==> config.mk <==
export PLATFORM = sky130hd
export DESIGN_NAME = tlb_refill_page_allocator
export DESIGN_NICKNAME = d
export VERILOG_FILES = /design/src/tlbr_pkg.sv /design/src/tlbr_ram.sv /design/src/tlb_refill_page_allocator.sv
export SDC_FILE = /design/constraint.sdc
export NUM_CORES = 1
export LEC_CHECK = 0
export ABC_CLOCK_PERIOD_IN_PS = 3700
export BUFFER_PORTS_ARGS = -buffer_cell sky130_fd_sc_hd__buf_2
export CAP_MARGIN = 10
export CORE_UTILIZATION = 40
export CTS_BUF_LIST = sky130_fd_sc_hd__clkbuf_8
export CTS_CLUSTER_SIZE = 16
export DETAILED_ROUTE_END_ITERATION = 8
export HOLD_SLACK_MARGIN = 0.05
export PLACE_DENSITY = 0.55
export SYNTH_ARGS = -nofsm -noshare
export SYNTH_HDL_FRONTEND = slang
export SYNTH_SLANG_ARGS = --single-unit
==> constraint.sdc <==
create_clock -name clk -period 3.7 [get_ports clk]
set_input_delay 0.74 -clock clk [delete_from_list [all_inputs] [get_ports clk]]
set_output_delay 0.74 -clock clk [all_outputs]
set_load 0.01 [all_outputs]
==> src/tlbr_pkg.sv <==
// Types, field widths, result codes and the sequencer program of the TLB refill allocator.
package tlbr_pkg;

  localparam int PAGE_W      = 20;
  localparam int PID_W       = 8;
  localparam int FRAME_W     = 6;
  localparam int LO_W        = 12;
  localparam int INDEX_W     = 5;
  localparam int OUTCOME_W   = 2;
  localparam int VADDR_W     = 32;
  localparam int PAGE_LSB    = 13;
  localparam int REFILL_LAST = 30;

  localparam logic [LO_W-FRAME_W-1:0] LO_ATTR = 6'h16;

  localparam logic [OUTCOME_W-1:0] OUTCOME_HIT      = 2'd0;
  localparam logic [OUTCOME_W-1:0] OUTCOME_ALLOC    = 2'd1;
  localparam logic [OUTCOME_W-1:0] OUTCOME_NO_ENTRY = 2'd2;
  localparam logic [OUTCOME_W-1:0] OUTCOME_NO_FRAME = 2'd3;

  // One row of the page table holds an even/odd entry pair: the even page, the
  // owner and the even frame. The odd entry is always page+1 and frame+1.
  typedef struct packed {
    logic [PAGE_W-1:0]  page;
    logic [PID_W-1:0]   owner;
    logic [FRAME_W-1:0] frame;
  } row_t;

  typedef logic [2:0] step_t;

  // Emit sits in the last slot so that its fall-through wraps back to accept.
  localparam step_t STEP_ACCEPT  = 3'd0;
  localparam step_t STEP_READ    = 3'd1;
  localparam step_t STEP_COMPARE = 3'd2;
  localparam step_t STEP_HIT     = 3'd3;
  localparam step_t STEP_ALLOC   = 3'd4;
  localparam step_t STEP_EMIT    = 3'd7;

  typedef enum logic [2:0] {
    OP_ACCEPT,
    OP_READ,
    OP_COMPARE,
    OP_HIT,
    OP_ALLOC,
    OP_EMIT
  } step_op_t;

  typedef enum logic [2:0] {
    JC_NEXT,
    JC_ALWAYS,
    JC_NO_WORD,
    JC_SCAN_DONE,
    JC_NO_MATCH,
    JC_OUT_BUSY
  } jump_cond_t;

  typedef struct packed {
    step_op_t   op;
    jump_cond_t cond;
    step_t      target;
  } ctrl_word_t;

  // Control store: jump to target when the condition holds, else fall through.
  function automatic ctrl_word_t ucode_word(input step_t step);
    ctrl_word_t w;
    case (step)
      STEP_ACCEPT:  w = '{op: OP_ACCEPT,  cond: JC_NO_WORD,   target: STEP_ACCEPT};
      STEP_READ:    w = '{op: OP_READ,    cond: JC_SCAN_DONE, target: STEP_ALLOC};
      STEP_COMPARE: w = '{op: OP_COMPARE, cond: JC_NO_MATCH,  target: STEP_READ};
      STEP_HIT:     w = '{op: OP_HIT,     cond: JC_ALWAYS,    target: STEP_EMIT};
      STEP_ALLOC:   w = '{op: OP_ALLOC,   cond: JC_ALWAYS,    target: STEP_EMIT};
      STEP_EMIT:    w = '{op: OP_EMIT,    cond: JC_OUT_BUSY,  target: STEP_EMIT};
      default:      w = '{op: OP_ACCEPT,  cond: JC_ALWAYS,    target: STEP_ACCEPT};
    endcase
    return w;
  endfunction

endpackage

==> src/tlbr_ram.sv <==
// Generic single-port-write, single-port-read RAM with registered read data.
module tlbr_ram #(
  parameter int WIDTH = 8,
  parameter int DEPTH = 16
) (
  input  logic                                   clk,
  input  logic                                   wr_en,
  input  logic [((DEPTH > 1) ? $clog2(DEPTH) : 1)-1:0] wr_addr,
  input  logic [WIDTH-1:0]                       wr_data,
  input  logic                                   rd_en,
  input  logic [((DEPTH > 1) ? $clog2(DEPTH) : 1)-1:0] rd_addr,
  output logic [WIDTH-1:0]                       rd_data
);

  logic [WIDTH-1:0] mem [DEPTH];

  always_ff @(posedge clk) begin
    if (wr_en) begin
      mem[wr_addr] <= wr_data;
    end
    if (rd_en) begin
      rd_data <= mem[rd_addr];
    end
  end

endmodule

==> src/tlb_refill_page_allocator.sv <==
// TLB refill allocator: page-table search and pair allocation run by a microcoded sequencer.
//
// Takes one TLB miss word at a time and returns one result word for it. The page table
// fills from entry 0 upward in even/odd pairs and is never invalidated, so a fill count
// stands in for the valid bits and no clearing pass is run after reset. Each stored pair
// costs one read step and one compare step of the sequencer. A new word is accepted only
// once the previous result has been placed in the output register.
module tlb_refill_page_allocator
  import tlbr_pkg::*;
#(
  parameter int TABLE_ENTRIES = 64,
  parameter int FRAME_COUNT   = 64
) (
  input  logic        clk,
  input  logic        rst,
  input  logic        s_tvalid,
  output logic        s_tready,
  // bad_vaddr[31:0], process_id[39:32], probe_missed[40], zero fill[47:41]
  input  logic [47:0] s_tdata,
  output logic        m_tvalid,
  input  logic        m_tready,
  // entry_lo_even[11:0], entry_lo_odd[23:12], refill_index[28:24], index_written[29],
  // zero fill[31:30]
  output logic [31:0] m_tdata,
  // outcome[1:0]
  output logic [1:0]  m_tuser
);

  localparam int ROWS = TABLE_ENTRIES / 2;
  localparam int AW   = (ROWS > 1) ? $clog2(ROWS) : 1;
  localparam int RW   = $clog2(ROWS + 1);
  localparam int FW   = $clog2(FRAME_COUNT + 1);

  // sequencer
  step_t      step;
  step_t      step_next;
  ctrl_word_t cw;
  logic       jump;

  // latched miss
  logic [PAGE_W-1:0] page;
  logic [PID_W-1:0]  pid;
  logic              probe;

  // allocation state
  logic [RW-1:0]      rows;
  logic [FW-1:0]      fnext;
  logic [INDEX_W-1:0] refill_counter;
  logic [INDEX_W-1:0] refill_counter_next;

  // scan and result
  logic [RW-1:0]        scan_row;
  logic                 scan_done;
  logic                 match;
  logic                 out_free;
  logic [FRAME_W-1:0]   res_frame;
  logic [OUTCOME_W-1:0] res_outcome;
  logic                 res_ok;
  logic                 entry_full;
  logic                 frame_full;

  // table RAM
  logic          ram_wr_en;
  logic          ram_rd_en;
  row_t          ram_wr_row;
  logic [$bits(row_t)-1:0] ram_rd_data;
  row_t          ram_rd_row;

  assign cw = ucode_word(step);

  assign scan_done  = (scan_row == rows);
  assign ram_rd_row = row_t'(ram_rd_data);
  assign match      = (ram_rd_row.page == page) && (ram_rd_row.owner == pid);
  assign out_free   = !m_tvalid || m_tready;
  assign entry_full = (rows == RW'(ROWS));
  assign frame_full = (fnext >= FW'(FRAME_COUNT - 1));
  assign res_ok     = !res_outcome[1];

  assign s_tready = (cw.op == OP_ACCEPT);

  always_comb begin
    case (cw.cond)
      JC_NEXT:      jump = 1'b0;
      JC_ALWAYS:    jump = 1'b1;
      JC_NO_WORD:   jump = !s_tvalid;
      JC_SCAN_DONE: jump = scan_done;
      JC_NO_MATCH:  jump = !match;
      JC_OUT_BUSY:  jump = !out_free;
      default:      jump = 1'b1;
    endcase
    step_next = jump ? cw.target : step_t'(step + 1'b1);
  end

  always_comb begin
    if (probe && res_ok) begin
      refill_counter_next = (refill_counter == INDEX_W'(REFILL_LAST)) ? '0
                                                                       : refill_counter + 1'b1;
    end else begin
      refill_counter_next = refill_counter;
    end
  end

  assign ram_rd_en  = (cw.op == OP_READ) && !scan_done;
  assign ram_wr_en  = (cw.op == OP_ALLOC) && !entry_full && !frame_full;
  assign ram_wr_row = '{page: page, owner: pid, frame: FRAME_W'(fnext)};

  tlbr_ram #(
    .WIDTH($bits(row_t)),
    .DEPTH(ROWS)
  ) u_table (
    .clk     (clk),
    .wr_en   (ram_wr_en),
    .wr_addr (rows[AW-1:0]),
    .wr_data (ram_wr_row),
    .rd_en   (ram_rd_en),
    .rd_addr (scan_row[AW-1:0]),
    .rd_data (ram_rd_data)
  );

  // control state
  always_ff @(posedge clk) begin
    if (rst) begin
      step           <= STEP_ACCEPT;
      rows           <= '0;
      fnext          <= FW'(1);
      refill_counter <= '0;
      scan_row       <= '0;
      m_tvalid       <= 1'b0;
    end else begin
      step <= step_next;
      case (cw.op)
        OP_ACCEPT: begin
          scan_row <= '0;
        end
        OP_READ: begin
          if (!scan_done) begin
            scan_row <= RW'(scan_row + 1'b1);
          end
        end
        OP_ALLOC: begin
          if (ram_wr_en) begin
            rows  <= RW'(rows + 1'b1);
            fnext <= FW'(fnext + FW'(2));
          end
        end
        OP_EMIT: begin
          if (out_free) begin
            refill_counter <= refill_counter_next;
          end
        end
        default: begin
        end
      endcase
      if (cw.op == OP_EMIT && out_free) begin
        m_tvalid <= 1'b1;
      end else if (m_tready) begin
        m_tvalid <= 1'b0;
      end
    end
  end

  // payload
  always_ff @(posedge clk) begin
    case (cw.op)
      OP_ACCEPT: begin
        if (s_tvalid) begin
          page  <= {s_tdata[VADDR_W-1:PAGE_LSB], 1'b0};
          pid   <= s_tdata[VADDR_W +: PID_W];
          probe <= s_tdata[VADDR_W + PID_W];
        end
      end
      OP_HIT: begin
        res_frame   <= ram_rd_row.frame;
        res_outcome <= OUTCOME_HIT;
      end
      OP_ALLOC: begin
        res_frame <= FRAME_W'(fnext);
        if (entry_full) begin
          res_outcome <= OUTCOME_NO_ENTRY;
        end else if (frame_full) begin
          res_outcome <= OUTCOME_NO_FRAME;
        end else begin
          res_outcome <= OUTCOME_ALLOC;
        end
      end
      OP_EMIT: begin
        if (out_free) begin
          m_tdata[LO_W-1:0]           <= res_ok ? {res_frame, LO_ATTR} : '0;
          m_tdata[2*LO_W-1:LO_W]      <= res_ok ? {FRAME_W'(res_frame + 1'b1), LO_ATTR} : '0;
          m_tdata[2*LO_W +: INDEX_W]  <= refill_counter_next;
          m_tdata[2*LO_W + INDEX_W]   <= probe && res_ok;
          m_tdata[31:2*LO_W+INDEX_W+1] <= '0;
          m_tuser                     <= res_outcome;
        end
      end
      default: begin
      end
    endcase
  end

  // a fresh miss always starts the table scan
  a_accept_starts_scan: assert property (@(posedge clk) disable iff (rst)
    (s_tvalid && s_tready) |=> (step == STEP_READ && scan_row == '0))
    else $error("accepted word did not start a scan");

  // frame 0 stays reserved: pairs are handed out from odd frames
  a_frame_odd: assert property (@(posedge clk) disable iff (rst)
    fnext[0] == 1'b1)
    else $error("frame allocation lost pair alignment");

  a_rows_bound: assert property (@(posedge clk) disable iff (rst)
    (rows <= RW'(ROWS)) && (scan_row <= rows))
    else $error("fill count or scan row out of range");

  a_refill_range: assert property (@(posedge clk) disable iff (rst)
    refill_counter <= INDEX_W'(REFILL_LAST))
    else $error("refill counter left its range");

  a_result_from_emit: assert property (@(posedge clk) disable iff (rst)
    $rose(m_tvalid) |-> ($past(cw.op) == OP_EMIT))
    else $error("result raised outside the emit step");

endmodule

# [Yosys cells after proc, flatten, opt, wreduce, memory -nomap -nowiden]
# Memory sizes are Yosys's and may differ from the RTL's. A register that Yosys moved wholly into a read port is not among the register bits.
# Cells that the tools add are included.
[totals] register_bits=130 mem_bits_rw=1056 word_cells=84 n_memories=1
[memory_table] memory="u_table.mem" words=32 width=33 read_ports=1 rd_ports_with_merged_regs=1 write_ports=1 line="tlbr_ram.sv:15" rtl="logic [WIDTH-1:0] mem [DEPTH];"
[classes] n_addsub=6 order_cmp=1 n_eq_ne=19 mux=17 n_reduce_logical=25
[op_table] cell="one-hot mux 9 bit (6 select lines)" count=1
[op_table] cell="one-hot mux 6 bit (2 select lines)" count=2
[op_table] cell="== test 20 bit" count=1
[op_table] cell="two-way mux 5 bit" count=4
[op_table] cell="adder 6 x 1 -> 6 bit (second input constant)" count=3
[op_table] cell="== test 3 bit (second input constant)" count=6
[op_table] cell="== test 3 x 2 -> 1 bit (second input constant)" count=5
[op_table] cell="zero test 3 bit" count=3
[op_table] cell="== test 8 bit" count=1
[op_table] cell="zero test 1 bit" count=8
[op_table] cell="AND reduction 2 bit" count=4
[op_table] cell="adder 7 x 2 -> 7 bit (second input constant)" count=1
[op_table] cell=">= comparator 7 x 6 -> 1 bit (second input constant)" count=1
[op_table] cell="== test 3 x 1 -> 1 bit (second input constant)" count=2
[op_table] cell="== test 6 bit" count=1
[op_table] cell="== test 6 bit (second input constant)" count=1
[op_table] cell="logical AND 1 bit" count=6
[op_table] cell="two-way mux 6 bit" count=1
[op_table] cell="nonzero test 2 bit" count=3
[op_table] cell="adder 5 x 1 -> 5 bit (second input constant)" count=1
[op_table] cell="== test 5 bit (second input constant)" count=1
[op_table] cell="one-hot mux 1 bit (5 select lines)" count=1
[op_table] cell="two-way mux 1 bit" count=4
[op_table] cell="two-way mux 2 bit" count=2
[op_table] cell="other kinds (5)" count=5

# [Depth between registers and ports, before layout]
# Gate-level depths: netlist (run 1).
[depth] depth_word=7 ltp_mapped=10 depth_no_buf=8

# [By module]
# From an unflattened synthesis (run 1), not the netlist that was laid out.
[unflattened] cells_unflattened=2730 hier_area_um2=47413.0
[modules_own_cells] mod="tlbr_ram" instances=1 cells_each=2399 area_per_inst_um2=43446.7 seq_area_each_um2=33692.3
[modules_own_cells] mod="tlb_refill_page_allocator" instances=1 cells_each=331 area_per_inst_um2=3966.3 seq_area_each_um2=2252.2

# [Worst setup path before layout (run 1)]
# OpenSTA, ideal clock, no wires.
[synth_path] path_type="register to register" from="register step[1]" to="memory u_table.mem[28][10] in the netlist's numbering, enable pin" arrival_ns=3.350 setup_slack_ns=-0.071 stages_incl_launch_ff=9 cell_sequence="dfxtp_1 > ha_1 > ha_1 > nor4bb_1 > clkbuf_1 > o211a_1 > buf_2 > nand2_1 > nor2_1"
[synth_between] elab_chain_len=7 elab_cells_between_ends=12 classes_between="eq/ne (6); mux (3); reduce/logical (3)"
[synth_rtl] item="start: declaration" line="tlb_refill_page_allocator.sv:35" rtl="step_t step;"
[synth_rtl] item="start signal: assignment" line="tlb_refill_page_allocator.sv:130" rtl="step <= step_next;"
[synth_rtl] item="== test 3 bit (tied with other cells)" line="tlbr_pkg.sv:66" rtl="case (step)"
[synth_rtl] item="one-hot mux 9 bit (6 select lines) *" line="tlbr_pkg.sv:66"
[synth_rtl] item="== test 3 bit *" line="tlb_refill_page_allocator.sv:104" rtl="assign ram_wr_en = (cw.op == OP_ALLOC) && !entry_full && !frame_full;"
[synth_rtl] item="logical AND 1 bit * (2 in a row)" line="tlb_refill_page_allocator.sv:104"
[synth_rtl] item="two-way mux 1 bit *" line="tlbr_ram.sv:18" rtl="if (wr_en) begin"
[synth_rtl] item="two-way mux 1 bit (not written as such) *" line="tlbr_ram.sv:19" rtl="mem[wr_addr] <= wr_data;"
[synth_rtl] item="end: declaration" line="tlbr_ram.sv:15"
# Mark *: on every way between the ends. The rest lies on a longest branch, timed or not.

# [Worst setup path in the final report (run 1)]
[layout_path] from="register step[1]" to="memory u_table.mem[18][4] in the netlist's numbering, enable pin"
# Same word-level chain as after synthesis.

==> flow_summary.json, run 1 <==
{
  "status": "finished, final reports clean",
  "clk_pin_slew_ns": 0.06,
  "finalHoldViolCount": 0,
  "finalNonFillerCells": 3695,
  "ys_async_sr_fraction_pct": 0,
  "cts_tree": "yes",
  "clkLatencyLatePin_ns": 0.86,
  "ys_ff_latch": 1138,
  "cp_slowest_cell": "nor2_4",
  "grt.total_usage_pct": 18.6,
  "viasPerCell": 5.48,
  "gp_congestion": 0.757,
  "dpl.hpwl_um": 58100,
  "yosysUniqueCellTypes": 43,
  "end_kind": "flop",
  "antenna_found_initial": 3,
  "final_cell_mix": "1111 x edfxtp_1, 320 x mux4_2, 186 x clkbuf_8",
  "synth_edf_count": 1111,
  "cts_setup_buffers": 0,
  "power_leakage_uw": 0.0156,
  "slew_violations": 0,
  "power_density_mw_per_mm2": 549,
  "cp.required_ns": 4.18,
  "crit_family": "simple AND/OR/NAND/NOR gates",
  "critical_path_arrival_ns": 4.00,
  "worst_clock_skew_ns": 0.0693,
  "synth_top_flop_cell": "edfxtp_1",
  "cts_made_buffers": 183,
  "dpl.cell_count": 3341,
  "grt_pass1_vias": 21265,
  "avgSynthCellArea_um2": 23.4,
  "fp.dieArea_mm2": 0.111,
  "syn2layout_area_growth_pct": 15.4,
  "fin_crit_sh_pct": 95.2,
  "ys_seq_area_share_pct": 77.6,
  "multiInputGateArea_mm2": 0.00951,
  "crit_fanout": 20,
  "core_area_mm2": 0.108,
  "cts.htree.levels": 4,
  "routed_wl_um": 102000,
  "max_slew_margin_pct": 16.3,
  "crit_path_start_kind": "flop",
  "root_buffer": "clkbuf_8",
  "ir_drop_v": 0.000315,
  "critPathKind": "flop to flop",
  "vias": 20244,
  "io_buffers": 58,
  "fin_nets": 2217,
  "ff_latch_area_mm2": 0.0339,
  "fp-row-count": 120,
  "cts_hold_buf": 26,
  "path_cells": "ha_1 > ha_1 > nor4bb_1 > buf_4 > o211a_1 > nand2_1 > buf_12 > nor2_4 > buf_4",
  "max-cap-violations": 0,
  "synthesis.area_mm2": 0.0437,
  "cpPeakStageDelay_ns": 0.84,
  "wl_per_cell_um": 27.5,
  "postLayoutCoreUtil_pct": 46.8,
  "synth_warnings": 0,
  "start_util_pct": 40.6,
  "drive_above_1_share_pct": 35.0,
  "die_h_um": 332,
  "rsz0062_at_grt": "no",
  "ant_nets": 0,
  "nFillCells": 8811,
  "grt_pass1_wl_um": 148000,
  "first_pass_iters": 7,
  "grt-ovfl-total": 0,
  "worst_pin_slew_ns": 1.25,
  "post-route-drc-count": 0,
  "drt_iter0_markers": 1870,
  "fmax_ghz": 0.284,
  "critical_path_buf_inv_count": 3,
  "cts.repair.resized": 0,
  "netlist_instances": 1864,
  "io_pins": 88,
  "grt_start_max_net_pins": 68,
  "clock-sinks": 1138,
  "final_common_cell": "edfxtp_1",
  "fp.dieW_um": 332,
  "min_path_type": "input pin to flop",
  "cts.path.max_buffers": 3,
  "period_needed_ns": 3.52,
  "setup_viol": 0
}
[logic make-up after synthesis]
| logic type | count (synthesis) | synth area share (%) |
|---|---|---|
| buf+inv | 117 | 1.28 |
| simple gates | 142 | 1.53 |
| fa+ha+maj | 15 | 0.430 |
| xor+xnor | 46 | 0.922 |
| other cells | 1 | 0.00859 |
| flops | 1138 | 77.6 |
| mux | 366 | 17.7 |
| compound gates | 39 | 0.556 |
[layer usage]
metal / up-vias / share of wire, % / global-route usage, %
li1: 8474 / - / -
met1: 10959 / 43 / 25.9
met2: 671 / 49 / 29.7
met3: 140 / 6.2 / 4.06
met4: 0 / 1.8 / 5.30
met5: - / 0 / 0
[flip-flops by register name, summed over array words and instances (netlist names), 2 cells and up]
| signal | flops |
|---|---|
| u_table.mem | 1024 |
| u_table.rd_data | 32 |
| page | 19 |
| m_tdata | 18 |
| pid | 8 |
| fnext | 6 |
| rows | 6 |
| scan_row | 6 |
| refill_counter | 5 |
| res_frame | 5 |
| step | 3 |
| m_tuser | 2 |
| res_outcome | 2 |
[Yosys cell counts (all sizes together) (3+ instances only)]
| cell type | n | area [um^2] |
|---|---|---|
| mux2 | 39 | 439 |
| nand4 | 6 | 37.5 |
| dfxtp | 27 | 541 |
| or3 | 4 | 25.0 |
| inv | 12 | 45.0 |
| xnor2 | 3 | 26.3 |
| a21oi | 15 | 75.1 |
| o21ai | 10 | 50.1 |
| ha | 15 | 188 |
| edfxtp | 1111 | 33400 |
| buf | 51 | 310 |
| xor2 | 43 | 377 |
| nand2 | 18 | 67.6 |
| nor4 | 8 | 50.1 |
| clkbuf | 54 | 203 |
| nor3 | 5 | 25.0 |
| nor2b | 7 | 43.8 |
| nand3 | 9 | 45.0 |
| mux4 | 320 | 7210 |
| nor2 | 70 | 263 |
| or3b | 3 | 26.3 |
| mux2i | 7 | 70.1 |
[worst reg2reg max path, cell delays in order, from the launching register on]
cell      delay (ns)
dfxtp_1         0.39
ha_1            0.26
ha_1            0.21
nor4bb_1        0.32
buf_4           0.19
o211a_1         0.25
nand2_1         0.12
buf_12          0.17
nor2_4          0.85
buf_4           0.41
[per-stage QoR]
stage | TNS (ns) | area, um^2 | hold slack [ns] | setup WS (ns) | total power (uW)
2_1_floorplan | -50.42 | 43700 | 0.400 | -0.0707 | 16800
3_3_place_gp | 0 | 46700 | 0.418 | 0.177 | 17700
3_5_place_dp | 0 | 46700 | 0.428 | 0.184 | 17800
4_1_cts | 0 | 50400 | 0.0607 | 0.140 | 28000
5_1_grt | 0 | 50400 | 0.0756 | 0.0243 | 28700
6_report | 0 | 50400 | 0.151 | 0.176 | 27700
[final timing paths]
check,start,endpoint,slack [ns],depth (start not counted)
max reg2reg,step[1]$_SDFF_PP0_,u_table.mem[18][4]$_DFFE_PP_,0.18,9
max,step[1]$_SDFF_PP0_,u_table.mem[18][4]$_DFFE_PP_,0.18,9
min reg2reg,res_outcome[0]$_SDFFCE_PP0P_,m_tuser[0]$_DFFE_PP_,0.47,0
min,s_tdata[14],page[2]$_DFFE_PP_,0.15,1
[cell type report]
type	instances	area share, %
repair buffers	198	3.52
diodes	1	0.00496
flip-flops and latches	1138	67.3
well taps	1403	3.48
clock buffers	186	5.08
clock inverters	140	1.68
inverters	12	0.0894
multi-input cells	617	18.9
[power by group]
part	leakage, uW	switching [uW]	internal (uW)
clock network	0.00192	4960	5200
logic	0.00344	1320	738
registers	0.0103	317	15100
total	0.0156	6600	21100
Power figures use the tool's default switching activity.
==> inputs of run 2 (changes only) <==
--- a/config.mk
+++ b/config.mk
@@ -14,6 +14,8 @@
 export DETAILED_ROUTE_END_ITERATION = 8
 export HOLD_SLACK_MARGIN = 0.05
 export PLACE_DENSITY = 0.55
+export SLEW_MARGIN = 15
 export SYNTH_ARGS = -nofsm -noshare
 export SYNTH_HDL_FRONTEND = slang
+export SYNTH_HIERARCHICAL = 1
 export SYNTH_SLANG_ARGS = --single-unit
==> run 2 against run 1 <==
  * Maximum frequency up 5.2%
  * Synthesized cell count rose by 46%
  * First-iteration DRC count up 10%
  * Via count rose by 24%
  * Sequential power up 6%
  * Design area rose by 8.5%
  * Setup slack better by 0.17 ns
  * Die area rose by 8.5%
  * Clock power increased by 5%
  * Critical path type is now flop to output pin
  * Largest power group unchanged
  * Highest routed layer unchanged
==> flow_summary.json, run 2 <==
{
  "worstHoldStart": "s_tdata[29]",
  "period_needed_ns": 3.35,
  "rsz0062_at_grt": "no",
  "cts_made_buffers": 197,
  "status": "finished, final reports clean",
  "dpl.hpwl_um": 66900,
  "power_density_mw_per_mm2": 542,
  "clkLatencyLatePin_ns": 0.87,
  "die_h_um": 346,
  "syn2layout_area_growth_pct": 15.3,
  "grt_pass1_wl_um": 169000,
  "reg_top3": "u_table/mem (1088), u_table/rd_data (34)",
  "fp.dieArea_mm2": 0.120,
  "cp.required_ns": 2.96,
  "crit_fanout": 8,
  "first_pass_iters": 5,
  "ant_nets": 0,
  "ys_async_sr_fraction_pct": 0,
  "fp.dieW_um": 346,
  "synth_warnings": 6,
  "grt.total_usage_pct": 19.2,
  "final_common_cell": "edfxtp_1",
  "fin_nets": 3141,
  "grt_start_max_net_pins": 67,
  "max_slew_margin_pct": 25.9,
  "end_kind": "output pin",
  "postLayoutCoreUtil_pct": 46.8,
  "synth_edf_count": 1179,
  "placed_area_mm2": 0.0508,
  "yosysTopAreaCellShare_pct": 74.7,
  "largest_register": "u_table/mem",
  "fmax_ghz": 0.299,
  "drive_above_1_share_pct": 16.0,
  "final_area_mm2": 0.0547,
  "clock-sinks": 1206,
  "nFillCells": 9837,
  "yosysUniqueCellTypes": 60,
  "slew_violations": 0,
  "cts_tree": "yes",
  "grt_pass1_vias": 25554,
  "finalHoldViolCount": 0,
  "dpl.cell_count": 4375,
  "synth_top_cell_by_area": "edfxtp_1",
  "post-route-drc-count": 0,
  "yosys-top-cells-area": "edfxtp_1 75%, mux2i_1 12%, a22oi_1 1.6%",
  "vias": 25130,
  "cts.path.max_buffers": 3,
  "worst_pin_slew_ns": 1.11,
  "ys_ff_latch": 1206,
  "place_ws_ns": 0.332,
  "largest_reg_flops": 1088,
  "cts.htree.levels": 4,
  "antenna_found_initial": 2,
  "grt-ovfl-total": 0,
  "worst_slack_ns": 0.350,
  "critPathKind": "flop to output pin",
  "netlist_instances": 2730,
  "io_pins": 88,
  "reg2reg_to": "u_table/mem[20][16]$_DFFE_PP_",
  "holdPathEnd": "page[17]$_DFFE_PP_",
  "viasPerCell": 5.29,
  "timing.rr.start": "step[1]$_SDFF_PP0_",
  "multiInputGateArea_mm2": 0.0109,
  "gp_congestion": 0.779,
  "critical_path_arrival_ns": 2.61,
  "fp-row-count": 125,
  "regToRegSetupSlack_ns": 0.38,
  "power_leakage_uw": 0.0170,
  "worst_clock_skew_ns": 0.0395,
  "max-cap-violations": 0,
  "start_util_pct": 40.6,
  "ff_latch_area_mm2": 0.0359,
  "min_path_type": "input pin to flop",
  "finalNonFillerCells": 4754,
  "io_buffers": 59,
  "clk_pin_slew_ns": 0.06,
  "r2r_cells": 8,
  "synth_top_flop_cell": "edfxtp_1",
  "synth_commonest_cells": "1179 x edfxtp_1, 548 x mux2i_1, 119 x nand2_1, 118 x a21oi_1, 108 x nand3_1",
  "synth.most_common_cell": "edfxtp_1",
  "synthesis.area_mm2": 0.0474,
  "crit_path_start_kind": "flop",
  "holdPathStages": 1,
  "wl_per_cell_um": 24.3,
  "setup_viol": 0,
  "drt_iter0_markers": 2063,
  "final_cell_mix": "1179 x edfxtp_1, 548 x mux2i_1, 200 x clkbuf_8",
  "root_buffer": "clkbuf_8",
  "routed_wl_um": 116000,
  "avgSynthCellArea_um2": 17.4,
  "ys_seq_area_share_pct": 75.8,
  "fin_crit_sh_pct": 90.5,
  "core_area_mm2": 0.117,
  "ir_drop_v": 0.000483,
  "cts_setup_buffers": 0,
  "power.total_uw": 29600
}
==> run 2: changes by cell type after synthesis, moves of 29 or more <==
cell / change
a21oi_1: +103
a22o_1: +68
a22oi_1: +102
a31oi_1: +34
buf_4: +29
edfxtp_1: +68
mux2_2: -34
mux2i_1: +541
mux4_2: -320
nand2_1: +101
nand3_1: +99
nor3_1: +35
==> run 2: power by group <==
| group | internal [uW] | switching, uW | total (uW) |
|---|---|---|---|
| sequential | 16100 | 228 | 16300 |
| combinational | 832 | 1850 | 2680 |
| clock | 5410 | 5240 | 10700 |
| total | 22300 | 7320 | 29600 |
==> run 2: cell families after synthesis <==
group	count (synthesis)	share of synthesized area [%]
flip-flops	1206	75.8
buffers and inverters	169	2.29
AO/OA/AOI/OAI	345	4.96
multiplexers	554	11.7
AND/OR/NAND/NOR	393	3.98
other	2	0.0158
XOR/XNOR	48	0.887
adder cells (fa/ha/maj)	13	0.343
==> run 2: worst max-delay path by stage <==
| stage | start | to | slack [ns] | cells after the start |
|---|---|---|---|---|
| after floorplan | step[1]$_SDFF_PP0_ | u_table/mem[31][0]$_DFFE_PP_ | -0.30 | 10 |
| after global placement | step[2]$_SDFF_PP0_ | u_table/mem[20][18]$_DFFE_PP_ | 0.39 | 8 |
| after detailed placement | step[2]$_SDFF_PP0_ | u_table/mem[20][18]$_DFFE_PP_ | 0.33 | 8 |
| after CTS | step[2]$_SDFF_PP0_ | s_tready | 0.13 | 6 |
| after global routing | step[1]$_SDFF_PP0_ | s_tready | 0.11 | 6 |
| final | step[1]$_SDFF_PP0_ | s_tready | 0.35 | 6 |
==> run 2: worst max-delay path, stage by stage, from the launching register on <==
cell and delay (ns):
dfxtp_1 0.39, ha_1 0.26, ha_1 0.28, nor2_1 0.17
a41oi_1 0.14, nor2_1 0.32, buf_2 0.21
==> run 2: layout make-up <==
class                   instances  share of cell area [%]
multi-input cells            1425                    20.0
well taps                    1524                    3.49
flip-flops and latches       1206                    65.8
clock inverters               152                    1.58
diodes                          1                 0.00458
clock buffers                 200                    5.03
inverters                      11                  0.0755
repair buffers                235                    4.08
==> run 2: repair_timing <==
item	4_1_cts	5_1_grt
hold buffers	26	0
endpoints found under the setup margin	0	1
endpoints found under the hold margin	26	0
gates resized for setup	0	1
==> run 2: metal layers <==
metal	vias up	global-route usage, %	share of wire (%)
met5	-	0	0
met4	0	5.49	1.9
met3	155	3.27	5.0
met2	694	31.9	49
met1	12892	26.0	44
li1	11389	-	-
==> run 2: metrics by stage <==
| step | hold slack [ns] | setup TNS (ns) |
|---|---|---|
| floorplan | 0.400 | -280.52 |
| global placement | 0.421 | 0 |
| detailed placement | 0.431 | 0 |
| CTS | 0.0506 | 0 |
| global route | 0.0658 | 0 |
| finish | 0.125 | 0 |
